[src/hw/rtl/assert_macros.svh]
// Assertion helpers shared by the RTL.
`ifndef ASSERT_MACROS_SVH
`define ASSERT_MACROS_SVH

// Checked on every clock edge outside reset.
`define DSCT_ASSERT(lbl, clk, rst, prop, msg) \
   lbl: assert property (@(posedge clk) disable iff (rst) prop) else $error(msg);

// Checked on every clock edge, reset included.
`define DSCT_ASSERT_NR(lbl, clk, prop, msg) \
   lbl: assert property (@(posedge clk) prop) else $error(msg);

`endif

[src/hw/rtl/dsct_pkg.sv]
// ----------------------------------------------------------------------------
// dsct_pkg
// Types, codes and fixed widths of the moving-average crossover trader.
// ----------------------------------------------------------------------------
package dsct_pkg;

   localparam int PRICE_W   = 24;
   localparam int MONEY_W   = 48;
   localparam int TALLY_W   = 16;
   localparam int RET_W     = 32;
   localparam int WIN_W     = 7;
   localparam int CSR_IDX_W = 2;
   localparam int DVD_W     = 64;
   localparam int DIV_CNT_W = 7;

   localparam logic [DIV_CNT_W-1:0] DIV_STEPS = 7'd64;
   localparam logic [MONEY_W-1:0]   MONEY_MAX = 48'hFFFF_FFFF_FFFF;
   localparam logic [RET_W-1:0]     RET_MAX   = 32'h7FFF_FFFF;
   localparam logic [TALLY_W-1:0]   TALLY_MAX = 16'hFFFF;

   localparam logic [WIN_W-1:0]   SHORT_RST = 7'd5;
   localparam logic [WIN_W-1:0]   LONG_RST  = 7'd20;
   localparam logic [MONEY_W-1:0] CASH_RST  = 48'd1000000;

   localparam logic [CSR_IDX_W-1:0] CSR_SHORT = 2'd0;
   localparam logic [CSR_IDX_W-1:0] CSR_LONG  = 2'd1;
   localparam logic [CSR_IDX_W-1:0] CSR_CASH  = 2'd2;

   typedef enum logic [1:0] {
      KIND_BUY   = 2'd0,
      KIND_SELL  = 2'd1,
      KIND_FINAL = 2'd2,
      KIND_SUM   = 2'd3
   } kind_type;

   typedef enum logic [1:0] {
      REL_EQUAL = 2'd0,
      REL_ABOVE = 2'd1,
      REL_BELOW = 2'd2
   } rel_type;

   typedef enum logic [4:0] {
      ST_IDLE, ST_RD_S, ST_RD_L, ST_UPD, ST_MUL, ST_CMP,
      ST_BUY_DIV, ST_BUY_WAIT, ST_EMIT_BUY, ST_FIN_CHK,
      ST_SELL_LO, ST_SELL_HI, ST_SELL_SAT, ST_SELL_ADD, ST_EMIT_SELL,
      ST_RET_PREP, ST_RET_DIV, ST_RET_WAIT, ST_EMIT_SUM
   } state_type;

   typedef struct packed {
      logic     load_in;
      logic     rd_long;
      logic     cap_old_s;
      logic     upd_sums;
      logic     do_mul;
      logic     do_cmp;
      logic     buy_zero;
      logic     div_buy;
      logic     buy_done;
      logic     mul_lo;
      logic     mul_hi;
      logic     sat_prod;
      logic     add_cash;
      logic     ret_prep;
      logic     div_ret;
      logic     ret_fin;
      logic     emit;
      kind_type emit_kind;
      logic     emit_last;
      logic     clr_shares;
      logic     rearm;
   } dp_cmd_type;

   typedef struct packed {
      logic buy_go;
      logic sell_go;
      logic last_day;
      logic price_zero;
      logic have_shares;
      logic init_zero;
      logic div_done;
      logic out_free;
   } dp_sts_type;

endpackage

[src/hw/rtl/dsct_ctrl.sv]
// ----------------------------------------------------------------------------
// dsct_ctrl
// Sequencer: ring reads, sum update, cross check, trades and summary.
// ----------------------------------------------------------------------------
module dsct_ctrl
   import dsct_pkg::*;
(
   input  logic       clock,
   input  logic       reset,
   input  logic       in_valid,
   output logic       in_ready,
   input  dp_sts_type sts,
   output dp_cmd_type cmd
);
   state_type state_ff, state_in;
   logic      final_ff, final_in;

   always_ff @(posedge clock) begin
      if (reset) begin
         state_ff <= ST_IDLE;
         final_ff <= 1'b0;
      end else begin
         state_ff <= state_in;
         final_ff <= final_in;
      end
   end

   always_comb begin
      state_in = state_ff;
      final_in = final_ff;
      unique case (state_ff)
         ST_IDLE:     if (in_valid) state_in = ST_RD_S;
         ST_RD_S:     state_in = ST_RD_L;
         ST_RD_L:     state_in = ST_UPD;
         ST_UPD:      state_in = ST_MUL;
         ST_MUL:      state_in = ST_CMP;
         ST_CMP: begin
            priority if (sts.buy_go) begin
               state_in = sts.price_zero ? ST_EMIT_BUY : ST_BUY_DIV;
            end else if (sts.sell_go) begin
               state_in = ST_SELL_LO;
               final_in = 1'b0;
            end else begin
               state_in = sts.last_day ? ST_FIN_CHK : ST_IDLE;
            end
         end
         ST_BUY_DIV:  state_in = ST_BUY_WAIT;
         ST_BUY_WAIT: if (sts.div_done) state_in = ST_EMIT_BUY;
         ST_EMIT_BUY: begin
            if (sts.out_free) state_in = sts.last_day ? ST_FIN_CHK : ST_IDLE;
         end
         ST_FIN_CHK: begin
            if (sts.have_shares) begin
               state_in = ST_SELL_LO;
               final_in = 1'b1;
            end else begin
               state_in = ST_RET_PREP;
            end
         end
         ST_SELL_LO:  state_in = ST_SELL_HI;
         ST_SELL_HI:  state_in = ST_SELL_SAT;
         ST_SELL_SAT: state_in = ST_SELL_ADD;
         ST_SELL_ADD: state_in = ST_EMIT_SELL;
         ST_EMIT_SELL: begin
            if (sts.out_free) begin
               state_in = final_ff ? ST_RET_PREP : (sts.last_day ? ST_FIN_CHK : ST_IDLE);
            end
         end
         ST_RET_PREP: state_in = sts.init_zero ? ST_EMIT_SUM : ST_RET_DIV;
         ST_RET_DIV:  state_in = ST_RET_WAIT;
         ST_RET_WAIT: if (sts.div_done) state_in = ST_EMIT_SUM;
         ST_EMIT_SUM: if (sts.out_free) state_in = ST_IDLE;
         default:     state_in = ST_IDLE;
      endcase
   end

   always_comb begin
      cmd           = '0;
      cmd.emit_kind = KIND_BUY;
      in_ready      = 1'b0;
      unique case (state_ff)
         ST_IDLE: begin
            in_ready    = 1'b1;
            cmd.load_in = in_valid;
         end
         ST_RD_S: ;
         ST_RD_L: begin
            cmd.rd_long   = 1'b1;
            cmd.cap_old_s = 1'b1;
         end
         ST_UPD:      cmd.upd_sums = 1'b1;
         ST_MUL:      cmd.do_mul   = 1'b1;
         ST_CMP: begin
            cmd.do_cmp   = 1'b1;
            cmd.buy_zero = sts.buy_go && sts.price_zero;
         end
         ST_BUY_DIV:  cmd.div_buy  = 1'b1;
         ST_BUY_WAIT: cmd.buy_done = sts.div_done;
         ST_EMIT_BUY: begin
            cmd.emit      = sts.out_free;
            cmd.emit_kind = KIND_BUY;
            cmd.emit_last = !sts.last_day;
         end
         ST_FIN_CHK: ;
         ST_SELL_LO:  cmd.mul_lo   = 1'b1;
         ST_SELL_HI:  cmd.mul_hi   = 1'b1;
         ST_SELL_SAT: cmd.sat_prod = 1'b1;
         ST_SELL_ADD: cmd.add_cash = 1'b1;
         ST_EMIT_SELL: begin
            cmd.emit       = sts.out_free;
            cmd.clr_shares = sts.out_free;
            cmd.emit_kind  = final_ff ? KIND_FINAL : KIND_SELL;
            cmd.emit_last  = !final_ff && !sts.last_day;
         end
         ST_RET_PREP: cmd.ret_prep = 1'b1;
         ST_RET_DIV:  cmd.div_ret  = 1'b1;
         ST_RET_WAIT: cmd.ret_fin  = sts.div_done;
         ST_EMIT_SUM: begin
            cmd.emit      = sts.out_free;
            cmd.rearm     = sts.out_free;
            cmd.emit_kind = KIND_SUM;
            cmd.emit_last = 1'b1;
         end
         default: ;
      endcase
   end
endmodule

[config.mk]
export PLATFORM = sky130hd
export DESIGN_NAME = dsct_ctrl
export DESIGN_NICKNAME = d
export VERILOG_FILES = /design/src/hw/rtl/assert_macros.svh /design/src/hw/rtl/dsct_pkg.sv /design/src/hw/rtl/dsct_ctrl.sv
export SDC_FILE = /design/constraint.sdc
export NUM_CORES = 1
export LEC_CHECK = 0
export ABC_AREA = 1
export BUFFER_PORTS_ARGS = -buffer_cell sky130_fd_sc_hd__buf_4
export CORE_MARGIN = 2
export CORE_UTILIZATION = 51
export DETAILED_ROUTE_END_ITERATION = 12
export PLACE_DENSITY = 0.85
export SLEW_MARGIN = 15
export SYNTH_ARGS = -nofsm -noshare
export SYNTH_HDL_FRONTEND = slang
export SYNTH_SLANG_ARGS = --single-unit
[constraint.sdc]
create_clock -name clock -period 4.8 [get_ports clock]
set_clock_uncertainty 0.1 [all_clocks]
set_input_delay 1.44 -clock clock [delete_from_list [all_inputs] [get_ports clock]]
set_output_delay 1.44 -clock clock [all_outputs]
set_load 0.01 [all_outputs]
==> flow_summary.toml, run 1 <==
[global_routing]
antenna_found_initial = 0
grt_max_degree = 13
grt_overflow = 0
track_usage_pct = 24.2
grt_pass1_vias = 887
grt_pass1_wl_um = 3630

[clock_network]
path_clk_slew_ns = 0.05
clk_latency_ns = 0.24
cts_max_level = 1
post_cts.repair.setup_buffers = 0
ctsRootBufferMaster = "clkbuf_4"
post_cts_resized = 0
clk_path_buf_depth = 2
hold_buffers = 0
cts_tree = "yes"
cts-buffers-inserted = 3
cts.sinks = 6

[finish]
drive_above_1_share_pct = 29.0
fin_nets = 199
areaGrowthSynthToFinish_pct = 30.2
diodes = 0
stdcell_count = 202

[floorplanning]
pin_count = 34
placementRows = 14
dieArea_mm2 = 0.00196
core-area_mm2 = 0.00151
die_h_um = 44.2
start_util_pct = 54.8
die_x_um = 44.2

[sta]
fin_setup_tns_ns = 0
slew_headroom_pct = 67.9
timing.final.crit_share_pct = 72.8
finalHoldViolCount = 0
setup-violations-final = 0
finalWorstSetupSlack_ns = 1.30
slew_viol_final = 0
rsz0062_at_grt = "false"
tightest_slew_ns = 0.480
layout_min_cycle_time_ns = 3.50
fmax_ghz = 0.286

[outcome]
status = "finished, final reports clean"

[detailed_routing]
drc = 0
routed_via_density = 5.22
drt_wl_total_um = 2270
first_iter_violations = 44
ant_nets = 0
wl_per_cell_um = 11.2
via_count = 1054
dr.pass1.iters = 4

[worst_setup_path]
path_buf_inv = 3
cp_max_fo = 5
worstSetupPathType = "input port to output port"
cp.arrival_ns = 1.96
worstSetupEndpointType = "output port"
crit_path_top_delay_cell = "nor3_1"
crit_family = "buffers and inverters"
critPathMaxStageDelay_ns = 0.20
start_kind = "input port"
worstPathCellList = "buf_4 -> inv_1 -> nor3_1 -> buf_4"
crit_path_frequent_cell = "buf_4"
crit_required_ns = 3.26

[synthesis]
yosysWarnings = 0
syn_avg_cell_area_um2 = 5.36
synth_cell_types = 21
synth_nets = 165
ys_seq_elements = 6
synthCells = 154
ys_seq_area_share_pct = 14.5
synthesis.area_um2 = 826

[pwr]
ir_drop_v = 0.000162
switching_share_pct = 47.1
p_sw_mw = 0.135
powerDensity_mw_per_mm2 = 268
seqPwrFrac_pct = 24.8
power_frac_clock_pct = 16.1
power.leakage_nw = 0.652
power.internal_mw = 0.152
combPwrFrac_pct = 59.0

[placement]
placed_cells = 199
routabilityCongestion = 0.891
dp_hpwl_um = 1870
port_buffers = 33
preCtsSetupSlack_ns = 1.30

[min_path]
hp-class = "flop to flop"

[run]
maxCapViolations = 0
[metrics by stage]
step / util, % / cell area (um2) / total power, mW / hold WS (ns)
CTS: 71.3 / 1070 / 0.287 / 0.465
finish: 71.3 / 1070 / 0.288 / 0.463
floorplan: - / 826 / 0.191 / 0.405
global placement: 69.9 / 1050 / 0.237 / 0.450
global route: 71.3 / 1070 / 0.313 / 0.493
detailed placement: 69.9 / 1050 / 0.240 / 0.466
[layout make-up]
| class | instances | area [um2] |
|---|---|---|
| clock buffers | 3 | 22.5 |
| repair buffers | 33 | 248 |
| multi-input cells | 112 | 544 |
| flip-flops and latches | 6 | 120 |
| well taps | 16 | 20.0 |
| fillers | 137 | 432 |
| inverters | 32 | 120 |
[flip-flops by register name, summed over array words and instances (netlist names)]
| signal | flops |
|---|---|
| state_ff | 5 |
| final_ff | 1 |
[cells in the final DEF, fill, tap and decap left out, types with 2 or more instances in the layout]
cell type  netlist  layout
nor2_4           2       2
buf_4            1      33
nor2_2           5       5
nand3_1         20      20
nand2_2          3       3
nand2_1         32      32
inv_2            4       4
a21oi_1          7       7
inv_1           28      28
nand4_1          5       5
dfxtp_1          6       6
nor3_1           3       3
clkbuf_4         0       3
nand3_2          3       3
nor2_1          23      23
o21ai_0          4       4
[synth_stat cells]
library cell,instances,share of area (%)
buf_6,3,4.1
buf_4,1,0.91
o21ai_0,4,2.4
inv_1,28,13
inv_2,4,1.8
nor2_2,5,3.8
nand4_1,5,3.8
nor2_4,2,2.7
nor3_1,3,1.8
o21ai_1,1,0.61
a21oi_1,7,4.2
o211ai_1,1,0.91
a31o_2,1,1.1
nand2_1,32,15
a31oi_1,1,0.76
nand3_1,20,12
nand3_2,3,3.6
nor2_1,23,10
and2_1,1,0.76
dfxtp_1,6,15
nand2_2,3,2.3
[power groups by stage]
stage	Clock (mW)	Sequential (mW)	Combinational, mW
2_1_floorplan	0	0.0672	0.124
3_3_place_gp	0	0.0718	0.165
3_5_place_dp	0	0.0720	0.168
4_1_cts	0.0471	0.0711	0.169
5_1_grt	0.0515	0.0722	0.189
6_report	0.0464	0.0713	0.170
[kinds of logic after synthesis]
family	Yosys count	share of synthesized area, %
buffers and inverters	36	19.5
flip-flops	6	14.5
AO/OA/AOI/OAI	15	10.0
AND/OR/NAND/NOR	97	55.9
[worst reg2reg max path: stages (launching register included)]
cell and delay, ns:
dfxtp_1 0.38, inv_2 0.21, nand2_1 0.09, nor2_2 0.22, nand3_1 0.19, nand3_2 0.15
inv_2 0.05, nand2_2 0.07, nand2_1 0.05, a21oi_1 0.15
[path summary, 6_finish.rpt]
path / cells after the start / end / slack (ns) / startpoint
max: 4 / cmd[15] / 1.30 / sts[7]
min: 2 / final_ff / 0.46 / final_ff
max reg2reg: 9 / state_ff[1] / 3.07 / state_ff[4]
min reg2reg: 2 / final_ff / 0.46 / final_ff
[metal layers]
| layer | global-route usage (%) | part of all wire (%) | vias to the layer above | wire [um] |
|---|---|---|---|---|
| met2 | 42.9 | 49 | 50 | 1110 |
| li1 | - | - | 552 | - |
| met3 | 5.31 | 7.0 | 4 | 158 |
| met1 | 29.6 | 43 | 448 | 975 |
| met4 | 5.45 | 1.1 | 0 | 25 |
| met5 | 0 | 0 | - | 0 |
Note: power is estimated with default switching activity, not from simulation.
==> inputs of run 2 (changes only) <==
Settings changed: CORE_UTILIZATION 51 to 43, PLACE_DENSITY 0.85 to 0.77.
Clock period 4.8 ns to 2.9 ns, I/O delays scaled along.
==> flow_summary.toml, run 2 (synthesis results as in run 1) <==
[outcome]
status = "finished, final reports clean"

[sta]
tightest_slew_ns = 0.429
fmax_ghz = 0.384
slew_headroom_pct = 71.4
rsz0062_at_grt = "false"
slew_viol_final = 0
fin_setup_tns_ns = 0
setup-violations-final = 0
layout_min_cycle_time_ns = 2.60
timing.final.crit_share_pct = 89.7
finalHoldViolCount = 0

[clock_network]
post_cts.repair.setup_buffers = 0
post_cts_resized = 0
cts-buffers-inserted = 3
clk_latency_ns = 0.25
cts_tree = "yes"
clk_path_buf_depth = 2
hold_buffers = 0
cts_max_level = 1
cts.sinks = 6
path_clk_slew_ns = 0.05
ctsRootBufferMaster = "clkbuf_4"

[finish]
regMostFlops = "state_ff"
largest_reg_flops = 5
areaGrowthSynthToFinish_pct = 32.4
largest_registers = "state_ff: 5 flops, final_ff: 1 flops"
drive_above_1_share_pct = 29.4
final_common_cell = "buf_4"
mostFrequentLayoutCells = "buf_4 (34), nand2_1 (32), inv_1 (28)"
utilization_pct = 62.0
fin_nets = 200
diodes = 0

[detailed_routing]
first_iter_violations = 36
via_count = 1114
drt_wl_total_um = 2370
routed_via_density = 5.25
ant_nets = 0
dr.pass1.iters = 4
wl_per_cell_um = 11.2
drc = 0

[pwr]
combPwrFrac_pct = 61.0
p_sw_mw = 0.237
powerDensity_mw_per_mm2 = 457
switching_share_pct = 47.5
power.leakage_nw = 0.657
power_frac_clock_pct = 15.5
seqPwrFrac_pct = 23.5
power.internal_mw = 0.262
ir_drop_v = 0.000247

[global_routing]
grt_pass1_wl_um = 3750
grt_overflow = 0
grt_pass1_vias = 925
grt_max_degree = 13
track_usage_pct = 23.1
antenna_found_initial = 0

[floorplanning]
dieArea_mm2 = 0.00229
start_util_pct = 46.8
core-area_mm2 = 0.00176
die_h_um = 47.8
die_x_um = 47.8
placementRows = 15
pin_count = 34

[worst_setup_path]
worstSetupPathType = "flop to output port"
cp_max_fo = 10
crit_required_ns = 1.93
cp.arrival_ns = 1.63
start_kind = "flop"
worstSetupEndpointType = "output port"

[placement]
port_buffers = 33
dp_hpwl_um = 1900
routabilityCongestion = 0.920

[run]
maxCapViolations = 0

[min_path]
hp-class = "flop to flop"
==> run 2: final timing paths <==
kind              depth (start not counted)        start     endpoint  slack [ns]
setup / recovery                          6  state_ff[2]       cmd[2]        0.30
hold / removal                            2  state_ff[1]  state_ff[1]        0.46
setup reg to reg                          8  state_ff[2]  state_ff[0]        1.17
hold reg to reg                           2  state_ff[1]  state_ff[1]        0.46
==> run 2: metal layers <==
layer  GRT usage [%]  vias up  share of wire (%)
li1                -      552                  -
met1            28.3      498                 40
met2            40.5       60                 50
met3            6.79        4                9.3
met4            3.24        0               0.97
met5               0        -                  0
==> run 2: power groups by stage <==
stage	Combinational, mW	Sequential (mW)	Clock, mW
floorplan	0.204	0.111	0
global placement	0.295	0.118	0
detailed placement	0.299	0.119	0
CTS	0.301	0.117	0.0805
global route	0.334	0.121	0.0875
finish	0.305	0.117	0.0773
==> run 2: layout make-up <==
| cell class | instances | area [um2] |
|---|---|---|
| inverters | 32 | 120 |
| fillers | 199 | 671 |
| clock buffers | 3 | 22.5 |
| well taps | 25 | 31.3 |
| flip-flops and latches | 6 | 120 |
| repair buffers | 34 | 255 |
| multi-input cells | 112 | 544 |
==> run 2: worst max-delay path, cell delays in order (launching register included) <==
cell and delay, ns:
dfxtp_1 0.41, nor2_1 0.32, nand3_1 0.21, inv_1 0.11, a21oi_1 0.04, o21ai_0 0.14, buf_4 0.14
==> run 2: through the flow <==
stage | power, mW | cells | worst slack (ns) | hold WS [ns] | cell area (um2)
after floorplan | 0.316 | 154 | 0.689 | 0.405 | 826
after detailed placement | 0.417 | 209 | 0.543 | 0.450 | 1070
after CTS | 0.498 | 212 | 0.311 | 0.457 | 1090
after global routing | 0.543 | 212 | 0.137 | 0.495 | 1090
after global placement | 0.413 | 209 | 0.569 | 0.435 | 1070
final | 0.499 | 212 | 0.299 | 0.461 | 1090
